--- src/hdl/mtf_pkg.sv ---
package mtf_pkg;

	// Field widths and the default list length.
	localparam int SYM_W             = 8;
	localparam int ALPHABET_SIZE_DEF = 256;

	typedef logic [SYM_W-1:0] sym_t;

	// Configuration register indexes.
	localparam logic CFG_VARIANT   = 1'b0;
	localparam logic CFG_DIRECTION = 1'b1;

	// Variant codes; the unused code behaves as plain move-to-front.
	localparam logic [1:0] VAR_MTF   = 2'd0;
	localparam logic [1:0] VAR_MTF1  = 2'd1;
	localparam logic [1:0] VAR_MTF2  = 2'd2;
	localparam logic [1:0] VAR_SPARE = 2'd3;

	// Direction codes.
	localparam logic DIR_ENCODE = 1'b0;
	localparam logic DIR_DECODE = 1'b1;

	// Reset value of the last moved symbol.
	localparam sym_t PREV_RESET = sym_t'(1);

	// Update command broadcast to every cell of the list.
	typedef struct packed {
		logic shift; // move the entry at pos up to dest
		logic clear; // return the list to identity
		logic dest;  // destination position, head or position 1
		sym_t pos;   // position the entry is taken from
		sym_t sym;   // symbol written at dest
	} move_cmd_t;

endpackage

--- src/hdl/mtf_cell.sv ---
module mtf_cell #(
	parameter int INDEX = 0
) (
	input  logic              clk,
	input  logic              arst_n,
	input  mtf_pkg::move_cmd_t cmd,
	input  mtf_pkg::sym_t     key,
	input  mtf_pkg::sym_t     prev_entry,
	output mtf_pkg::sym_t     entry,
	output logic              hit,
	output mtf_pkg::sym_t     rd
);
	import mtf_pkg::*;

	localparam sym_t IDX = sym_t'(INDEX);

	sym_t entry_q;
	logic in_range;

	// Search side: match on the symbol, or hand out the entry when the key names this place.
	assign hit   = (entry_q == key);
	assign rd    = (IDX == key) ? entry_q : '0;
	assign entry = entry_q;

	// This cell takes its neighbour's entry when it lies between dest and pos.
	assign in_range = (IDX > sym_t'(cmd.dest)) && (IDX <= cmd.pos);

	// Entry update: block end wins over any move.
	always_ff @(posedge clk or negedge arst_n) begin
		if (!arst_n) begin
			entry_q <= IDX;
		end else if (cmd.clear) begin
			entry_q <= IDX;
		end else if (cmd.shift && (IDX == sym_t'(cmd.dest))) begin
			entry_q <= cmd.sym;
		end else if (cmd.shift && in_range) begin
			entry_q <= prev_entry;
		end
	end

endmodule

--- config.mk ---
export PLATFORM = sky130hd
export DESIGN_NAME = mtf_cell
export DESIGN_NICKNAME = d
export VERILOG_FILES = /design/src/hdl/mtf_pkg.sv /design/src/hdl/mtf_cell.sv
export SDC_FILE = /design/constraint.sdc
export NUM_CORES = 1
export LEC_CHECK = 0
export BUFFER_PORTS_ARGS = -buffer_cell sky130_fd_sc_hd__buf_4
export CAP_MARGIN = 20
export CORE_MARGIN = 1
export CORE_UTILIZATION = 30
export DETAILED_ROUTE_END_ITERATION = 10
export GPL_ROUTABILITY_DRIVEN = 0
export PLACE_DENSITY = 0.72
export RECOVER_POWER = 25
export SKIP_LAST_GASP = 1
export SLEW_MARGIN = 30
export SYNTH_ARGS = -nofsm -noshare
export SYNTH_HDL_FRONTEND = slang
export SYNTH_SLANG_ARGS = --single-unit
--- constraint.sdc ---
create_clock -name clk -period 2.9 [get_ports clk]
set_clock_uncertainty 0.2 [all_clocks]
set_input_delay 0.145 -clock clk [delete_from_list [all_inputs] [get_ports clk]]
set_output_delay 0.145 -clock clk [all_outputs]
set_load 0.02 [all_outputs]
Yosys cells after proc, flatten, opt, wreduce, memory -nomap -nowiden:

Cells that the tools add are included.

* register bits: 8
* word-level logic and storage cells: 9
* input bits: 37
* output and inout bits: 17

* mux-type cells: 3
* bitwise logic cells: 1
* equal/unequal tests: 1
* reduce and logical (&&, ||, !) cells: 3

Operators by type and width (count)
* 8-bit two-way mux: 3
* 8-bit == test: 1
* 8-bit zero test: 1
* 2-bit nonzero test: 1
* 1-bit logical AND: 1
* 1-bit NOT: 1

Logic depth before layout (Yosys ltp):

Gate-level depths: netlist of the first run.

* depth in word-level cells: 4
* depth in mapped cells: 4
* gate-level depth less buffers: 3

Least setup slack after synthesis of the first run:

OpenSTA, ideal clock, no wires.

* path kind: input-to-output
* from: input key[5]
* to: output rd[0]
* required time: 2.555 ns
* path slack: 1.490 ns
* cell stages on the path: 3
* path buffers: 0
* arrival time: 1.065 ns
* cells stage by stage: or4_4 > nor2_4 > and2_1

* longest elaborated chain between the ends: 2

Ends and longest elaborated chain
* start, declared: line mtf_cell.sv:7 `input mtf_pkg::sym_t key,`
* 8-bit zero test: line mtf_cell.sv:22 `assign rd = (IDX == key) ? entry_q : '0;`
* 8-bit two-way mux: line mtf_cell.sv:22
* end, declared: line mtf_cell.sv:11 `output mtf_pkg::sym_t rd`

Every way passes these cells.

Worst setup path after layout of the first run:

* from: input key[5]
* to: output rd[1]

Same word-level chain as after synthesis.

==> results.py, run 1 <==
metrics = {
    "cells_and_area": {
        "largest_register_ffs": 8,
        "area_growth_pct": 82.03,
        "nNetsFinal": 145,
        "final_cells": 122,
        "antenna_cells": 0,
        "drive_gt1_share_pct": 39.62,
    },
    "grt": {
        "grt_usage_pct": 17.64,
        "first_global_vias": 551,
        "antenna_found_initial": 0,
        "grt_max_degree": 9,
        "grt_overflow": 0,
        "grt_pass1_wl_um": 2401,
    },
    "status": {
        "outcome": "finished clean",
    },
    "die": {
        "die_h_um": 42.59,
        "io_pins": 54,
        "fp.coreArea_um2": 1524,
        "dieArea_um2": 1814,
        "die_w_um": 42.59,
        "rows": 14,
        "start_util_pct": 32.43,
    },
    "sta": {
        "max_slew_margin_pct": 65.50,
        "setup_viol": 0,
        "slew_violations": 0,
        "worstMarginPinSlew_ns": 0.5164,
        "final-hold-violation-count": 0,
        "fin_setup_tns_ns": 0,
        "period_needed_ns": 1.612,
        "period_share_pct": 55.58,
        "fmax_mhz": 620.5,
        "rsz0062_at_grt": "no",
    },
    "yosys": {
        "synth_warnings": 0,
        "syn_nets": 96,
        "synth_compound_area_share_pct": 8.101,
        "yosys.area_share.simple_pct": 34.94,
        "ys_seq_elements": 8,
        "synthMuxAreaShare_pct": 0,
        "syn-cell-area_um2": 494.2,
        "synth_cell_type_count": 13,
        "syn_avg_cell_area_um2": 8.377,
        "synth_top_family_by_area": "simple AND/OR/NAND/NOR gates",
        "synth_cells": 59,
        "synth-xor-area-share_pct": 14.18,
        "ys_seq_area_share_pct": 40.51,
        "synthAdderAreaFrac_pct": 0,
    },
    "clock_tree": {
        "clockBufferDepth": 2,
        "cts_root_buf": "clkbuf_4",
        "clock_latency_ns": 0.25,
        "cts-buffers-inserted": 3,
        "htree_levels": 1,
        "cts_resized": 0,
        "cts_tree": "done",
        "clock-sinks": 8,
        "clk_pin_slew_ns": 0.05,
    },
    "detailed_routing": {
        "wl_per_cell_um": 11.76,
        "via_per_inst": 4.607,
        "ant_nets": 0,
        "drtPass1Iterations": 4,
        "vias": 562,
        "wirelength_um": 1435,
        "drc": 0,
        "drt_iter0_drc": 11,
    },
    "worst_setup_path": {
        "cp_max_fo": 8,
        "cp-startpoint": "key[5]",
        "required_ns": 2.56,
        "rrSetupSlack_ns": 1.47,
        "r2r_start": "entry[5]",
        "cp-end-kind": "output pin",
        "start_kind": "input port",
        "r2r_end": "entry[5]",
        "crit_type": "input port to output pin",
        "ff2ff_path_depth": 3,
        "cp.arrival_ns": 1.27,
    },
    "run": {
        "drv_cap": 0,
    },
    "power": {
        "power_density_nw_per_um2": 312.7,
        "ir_drop_mv": 0.2006,
        "power_leakage_nw": 0.4250,
    },
    "min_path": {
        "whs_path_depth": 4,
        "hp-start": "cmd[16]",
        "worstHoldEndpoint": "entry[1]",
        "hp-class": "input port to flip-flop",
    },
    "placed_design": {
        "placed_cells": 109,
        "hpwl_um": 1044,
        "place.port_buffers": 37,
    },
}
==> synth_stat cells (all sizes together) <==
cell	count	area, um^2
a21oi	8	40.04
nor2	2	15.01
or4	2	22.52
dfrtp	8	200.2
xnor2	8	70.07
nand2	16	60.06
clkbuf	2	7.510
nor2b	1	6.260
and2	8	50.05
nand2b	1	6.260
nand4	2	12.51
buf	1	3.750
==> critical path, cell delays in order <==
cell and delay (ns):
buf_4 0.12, or4_4 0.54, nor2_4 0.18, and2_1 0.15
buf_4 0.13
==> metal layers <==
layer | track usage, % | vias up | wire, um
li1 | - | 287 | -
met1 | 20.00 | 247 | 563
met2 | 31.38 | 28 | 781
met3 | 3.879 | 0 | 90
met4 | 7.500 | 0 | 0
met5 | 0 | - | 0
==> through the flow <==
step	total power, mW	instance area, um^2	setup slack (ns)	hold WS, ns	utilization, %
floorplan	0.1513	494.2	1.490	-0.3506	-
global placement	0.1868	780.7	1.295	-0.2336	51.23
detailed placement	0.1884	780.7	1.284	-0.2334	51.23
CTS	0.2850	903.4	1.284	0.03184	59.28
global route	0.3013	899.6	1.247	0.08710	59.03
finish	0.2813	899.6	1.288	0.06557	59.03
==> cell usage in the layout, fill, tap and decap left out <==
cell,instances
clkbuf_1,1
nor2b_1,1
buf_4,36
dlygate4sd3_1,10
nor2_4,1
and2_1,8
nand2b_1,1
a21oi_1,8
dfrtp_1,8
or4_4,2
nand2_1,16
clkbuf_4,3
nand4_1,2
nor2_1,1
xnor2_1,8
==> power by group <==
group	internal (mW)	switching (mW)	leakage, nW
Sequential	0.117	0.00615	0.109
Combinational	0.0432	0.0307	0.302
Clock	0.0473	0.0374	0.0138
==> cell families (layout without fill, tap and decap cells) <==
kind of cell,count (synthesis),in the layout
DFF,8,8
buffers and inverters,3,50
AOI/OAI and AO/OA,8,8
and+or+nand+nor,32,32
xor gates and xnor gates,8,8
==> worst max path at each step <==
stage | end | slack [ns] | cells after the start
global placement | rd[1] | 1.29 | 5
finish | rd[1] | 1.29 | 5
global route | rd[7] | 1.25 | 5
floorplan | rd[0] | 1.49 | 3
detailed placement | rd[1] | 1.28 | 5
CTS | rd[1] | 1.28 | 5
==> cell type report <==
| class | count | area (um^2) |
|---|---|---|
| fill | 142 | 624.3 |
| timing repair buffer | 47 | 374.1 |
| multi-input combinational | 48 | 282.8 |
| sequential | 8 | 200.2 |
| clock buffer | 3 | 22.52 |
| tap | 16 | 20.02 |
==> timing repair <==
| item | in CTS | in global routing |
|---|---|---|
| endpoints found under the hold margin | 16 | 0 |
| hold buffers | 10 | 0 |
| setup buffers | 0 | 0 |
No activity file was read; power rests on OpenSTA's default activity.
==> inputs of run 2 (changes only) <==
--- a/config.mk
+++ b/config.mk
@@ -8,7 +8,7 @@
 export BUFFER_PORTS_ARGS = -buffer_cell sky130_fd_sc_hd__buf_4
 export CAP_MARGIN = 20
 export CORE_MARGIN = 1
-export CORE_UTILIZATION = 30
+export CORE_UTILIZATION = 29
 export DETAILED_ROUTE_END_ITERATION = 10
 export GPL_ROUTABILITY_DRIVEN = 0
 export PLACE_DENSITY = 0.72
==> constraint.sdc (replaced) <==
create_clock -name clk -period 1.4 [get_ports clk]
set_clock_uncertainty 0.2 [all_clocks]
set_input_delay 0.07 -clock clk [delete_from_list [all_inputs] [get_ports clk]]
set_output_delay 0.07 -clock clk [all_outputs]
set_load 0.02 [all_outputs]
==> run 2 against run 1 <==
  * The flow now finishes with violations (negative setup slack)
  * Clock-buffer cell count unchanged
  * Sequential share of layout area decreased by 3.8 points
  * Wire length increased by 23%
  * Critical path depth shrank 1
  * Final area up 20%
  * Power is 120% higher
  * Global-route usage grew 0.80 points
  * Clock power is 91% higher
  * Final cell count is 12% higher
  * Combinational power increased to 2.7 times the previous value
  * Register-to-register slack worse by 1.1 ns
  * Critical path type is now flip-flop to output pin
  * Largest power group unchanged
  * Highest routed layer is now met4
==> results.py, run 2 (synthesis results as in run 1) <==
metrics = {
    "detailed_routing": {
        "wl_per_cell_um": 12.91,
        "drtPass1Iterations": 4,
        "wirelength_um": 1768,
        "drt_iter0_drc": 9,
        "via_per_inst": 4.766,
        "ant_nets": 0,
        "vias": 653,
        "drc": 0,
    },
    "die": {
        "start_util_pct": 32.06,
        "dieArea_um2": 1873,
        "fp.coreArea_um2": 1541,
        "rows": 14,
        "die_w_um": 43.28,
        "io_pins": 54,
        "die_h_um": 43.28,
    },
    "worst_setup_path": {
        "required_ns": 1.13,
        "start_kind": "flip-flop",
        "cp-end-kind": "output pin",
        "cp_max_fo": 4,
        "path_cells": "xnor2_1 > nand4_1 > nor2_1 > buf_4",
        "r2r_end": "entry[7]",
        "cp_slowest_cell": "dfrtp_1",
        "crit_buf_inv": 1,
        "r2r_start": "entry[7]",
        "cp.arrival_ns": 1.27,
        "rrSetupSlack_ns": 0.37,
        "path_delay_family": "flip-flops",
        "max_stage_delay_ns": 0.42,
        "ff2ff_path_depth": 3,
        "crit_type": "flip-flop to output pin",
    },
    "status": {
        "outcome": "finished with violations",
        "violations": "negative setup slack",
    },
    "grt": {
        "grt_overflow": 0,
        "grt_max_degree": 9,
        "grt_usage_pct": 18.44,
        "first_global_vias": 618,
        "antenna_found_initial": 0,
        "grt_pass1_wl_um": 2601,
    },
    "cells_and_area": {
        "area_growth_pct": 119.2,
        "drive_gt1_share_pct": 52.07,
        "largest_register_ffs": 8,
        "nNetsFinal": 160,
        "antenna_cells": 0,
        "final_common_cell": "buf_4",
        "final_core_util_pct": 70.29,
        "final_cells": 137,
        "fillers": 121,
        "layout_common_cells": "34 x buf_4, 16 x nand2_1, 12 x buf_6",
    },
    "sta": {
        "max_slew_margin_pct": 76.34,
        "rsz0062_at_grt": "yes",
        "period_share_pct": 109.8,
        "fmax_mhz": 650.5,
        "fin_ws_ns": -0.1372,
        "period_needed_ns": 1.537,
        "worstMarginPinSlew_ns": 0.3537,
        "setup_viol": 9,
        "final-hold-violation-count": 0,
        "slew_violations": 0,
        "hold_ws_ns": 0.04915,
    },
    "clock_tree": {
        "clock_latency_ns": 0.24,
        "clock-sinks": 8,
        "cts_tree": "done",
        "clockBufferDepth": 2,
        "cts_root_buf": "clkbuf_4",
        "cts-buffers-inserted": 3,
        "clk_pin_slew_ns": 0.05,
        "htree_levels": 1,
    },
    "min_path": {
        "whs_path_depth": 5,
        "hp-start": "cmd[16]",
        "hp-class": "input port to flip-flop",
        "worstHoldEndpoint": "entry[6]",
    },
    "power": {
        "power_density_nw_per_um2": 564.1,
        "p_total_mw": 0.6113,
        "ir_drop_mv": 0.4679,
        "power_leakage_nw": 0.5159,
    },
    "placed_design": {
        "placed_cells": 114,
        "place_ws_ns": -0.04583,
        "hpwl_um": 1025,
        "place.port_buffers": 37,
    },
    "run": {
        "drv_cap": 0,
    },
}
-- run 2: cell count changes in the layout (fill, tap and decap cells not counted), sizes merged --
| cell | delta |
|---|---|
| dlygate4sd3 | +1 |
| buf | +10 |
| clkbuf | +4 |
-- run 2: metal layers --
layer  vias up  GRT usage [%]  wire (um)
li1        316              -          -
met2        37          28.66        877
met5         -              0          0
met3         2          5.106        135
met1       298          23.26        745
met4         0          9.091         10
-- run 2: worst max path at each step --
stage                         from    end  slack, ns  cells after the start
final                     entry[5]    hit      -0.14                      4
after global routing      entry[5]    hit      -0.26                      4
after CTS                 entry[0]    hit      -0.06                      4
after detailed placement    key[5]  rd[6]      -0.05                      5
after global placement      key[5]  rd[6]      -0.04                      5
after floorplan           entry[3]    hit       0.11                      3
-- run 2: report_power, final --
group | internal [mW] | leakage [nW] | switching [mW]
clock | 0.0972 | 0.0138 | 0.0652
sequential | 0.242 | 0.109 | 0.00950
combinational | 0.118 | 0.393 | 0.0792
-- run 2: cell type report --
| class | instances | area [um^2] | area share [%] |
|---|---|---|---|
| repair buffers | 62 | 523.0 | 48.27 |
| multi-input cells | 48 | 317.8 | 29.33 |
| flip-flops and latches | 8 | 200.2 | 18.48 |
| clock buffers | 3 | 22.52 | 2.079 |
| well taps | 16 | 20.02 | 1.848 |
-- run 2: worst min-delay path: cells and delay by family --
kind | cells | cell delay [ns]
AND/OR/NAND/NOR | 2 | 0.09
AO/OA/AOI/OAI | 1 | 0.05
buffers and inverters | 2 | 0.23
-- run 2: metrics by stage --
step,cell area (um^2),setup TNS (ns)
3_3_place_gp,818.3,-0.2978
5_1_grt,1084,-1.196
6_report,1084,-0.7009
3_5_place_dp,818.3,-0.3189
4_1_cts,1036,-0.2587
2_1_floorplan,494.2,0
-- run 2: what timing repair did --
item	4_1_cts	5_1_grt
endpoints found under the hold margin	16	0
resized for setup	12	10
hold buffers	11	0
pin swaps	9	12
setup endpoints to repair	9	9
setup buffers	6	3
==> inputs of run 3 (changes only) <==
--- a/config.mk
+++ b/config.mk
@@ -13,6 +13,7 @@
 export GPL_ROUTABILITY_DRIVEN = 0
 export PLACE_DENSITY = 0.72
 export RECOVER_POWER = 25
+export REMOVE_ABC_BUFFERS = 1
 export SKIP_LAST_GASP = 1
 export SLEW_MARGIN = 30
 export SYNTH_ARGS = -nofsm -noshare
==> run 3 against run 2 <==
  * The run still ends with negative setup slack left
  * First-iteration DRC count down 44%
  * Maximum frequency up 6.4%
  * Register-to-register slack better by 0.02 ns
  * Critical path type is now input port to output pin
  * Largest power group unchanged
  * Sequential power about the same
  * Die area unchanged
==> results.py, run 3 (synthesis results as in run 1) <==
metrics = {
    "status": {
        "outcome": "finished with violations",
        "violations": "negative setup slack",
    },
    "die": {
        "start_util_pct": 32.06,
        "die_w_um": 43.28,
        "io_pins": 54,
        "dieArea_um2": 1873,
        "fp.coreArea_um2": 1541,
        "die_h_um": 43.28,
        "rows": 14,
    },
    "detailed_routing": {
        "vias": 618,
        "wirelength_um": 1527,
        "via_per_inst": 4.511,
        "ant_nets": 0,
        "drc": 0,
        "wl_per_cell_um": 11.15,
        "drtPass1Iterations": 4,
        "drt_iter0_drc": 5,
    },
    "clock_tree": {
        "clock_latency_ns": 0.25,
        "cts-buffers-inserted": 3,
        "htree_levels": 1,
        "clockBufferDepth": 2,
        "clock-sinks": 8,
        "cts_tree": "done",
        "cts_root_buf": "clkbuf_4",
        "clk_pin_slew_ns": 0.05,
    },
    "power": {
        "swShare_pct": 25.18,
        "p_total_mw": 0.6033,
        "power.clock.fraction_pct": 27.8,
        "power_leakage_nw": 0.4911,
        "p_comb_share_pct": 31.0,
        "power_density_nw_per_um2": 577.5,
        "p_switching_mw": 0.1519,
        "intPower_mw": 0.4514,
        "ir_drop_mv": 0.5142,
        "p_seq_share_pct": 41.2,
    },
    "sta": {
        "max_slew_margin_pct": 75.74,
        "period_needed_ns": 1.445,
        "slew_violations": 0,
        "worstMarginPinSlew_ns": 0.3627,
        "setup_viol": 9,
        "fmax_mhz": 691.9,
        "period_share_pct": 103.2,
        "final-hold-violation-count": 0,
        "fin_ws_ns": -0.04522,
        "rsz0062_at_grt": "yes",
        "hold_ws_ns": 0.03712,
    },
    "cells_and_area": {
        "nNetsFinal": 160,
        "antenna_cells": 0,
        "layout_common_cells": "34 x buf_4, 16 x nand2_1, 11 x dlygate4sd3_1, 11 x buf_6",
        "final_cells": 137,
        "final_common_cell": "buf_4",
        "drive_gt1_share_pct": 44.63,
        "area_growth_pct": 111.4,
        "final_core_util_pct": 67.78,
        "largest_register_ffs": 8,
    },
    "worst_setup_path": {
        "start_kind": "input port",
        "path_cells": "buf_6 > or4_4 > nor2_4 > and2_1 > buf_6",
        "cp_slowest_cell": "or4_4",
        "crit_type": "input port to output pin",
        "cp_max_fo": 8,
        "cp.arrival_ns": 1.18,
        "max_stage_delay_ns": 0.53,
        "cp-end-kind": "output pin",
        "cp_common_cell": "buf_6",
        "required_ns": 1.13,
    },
    "grt": {
        "grt_overflow": 0,
        "antenna_found_initial": 0,
        "grt_max_degree": 9,
        "first_global_vias": 626,
        "grt_usage_pct": 19.12,
        "grt_pass1_wl_um": 2642,
    },
    "min_path": {
        "hp-class": "input port to flip-flop",
    },
    "placed_design": {
        "place.port_buffers": 37,
        "placed_cells": 113,
    },
    "run": {
        "drv_cap": 0,
    },
}
==> run 3: cell types whose count changed in the layout (fill, tap and decap cells not counted) <==
cell      change
and2_4        -5
clkbuf_4      -1
xnor2_2       -2
and2_1        +5
xnor2_1       +2
clkbuf_1      +2
buf_6         -1
==> run 3: metal layers <==
layer,vias up,share of wire [%],global-route usage (%)
met4,0,0.85,8.485
li1,317,-,-
met2,35,49,33.73
met1,264,41,22.13
met3,2,9.3,3.404
met5,-,0,0
==> run 3: critical path, delay by kind of cell <==
kind	cells	cell delay [ns]
buffers and inverters	2	0.21
and+or+nand+nor	3	0.89
==> run 3: layout make-up <==
class                      count  area [um^2]
timing repair buffer          62        511.7
fill                         128        496.7
multi-input combinational     48        290.3
sequential                     8        200.2
clock buffer                   3        22.52
tap                           16        20.02
==> run 3: repair_timing <==
| item | CTS | global route |
|---|---|---|
| hold buffers | 11 | 0 |
| setup endpoints to repair | 9 | 9 |
| setup buffers | 9 | 1 |
| hold endpoints to repair | 16 | 0 |
| pin swaps | 5 | 4 |
| resized for setup | 12 | 2 |
==> run 3: final timing paths <==
| path | start | end | slack (ns) | cells past startpoint |
|---|---|---|---|---|
| worst min-delay path | cmd[16] | entry[3] | 0.04 | 5 |
| max in group asynchronous | arst_n | entry[1] | 0.11 | 3 |
| min in group asynchronous | arst_n | entry[7] | 0.63 | 3 |
| worst max-delay path | key[1] | rd[1] | -0.05 | 5 |
| worst min register to register | entry[5] | entry[5] | 0.46 | 3 |
| worst max register to register | entry[6] | entry[6] | 0.39 | 3 |
==> run 3: power groups by stage <==
stage	registers (mW)	logic [mW]	clock network, mW
after floorplan	0.268	0.0410	0
after global placement	0.257	0.138	0
after detailed placement	0.258	0.140	0
after CTS	0.249	0.190	0.171
after global routing	0.250	0.203	0.186
final	0.249	0.187	0.168
==> run 3: through the flow <==
stage	TNS, ns	instance area, um^2	setup slack [ns]
floorplan	0	483.0	0.1061
global placement	-0.2954	810.8	-0.03941
detailed placement	-0.4108	810.8	-0.06412
CTS	-0.2523	1054	-0.03257
global route	-0.6339	1045	-0.08457
finish	-0.2522	1045	-0.04522
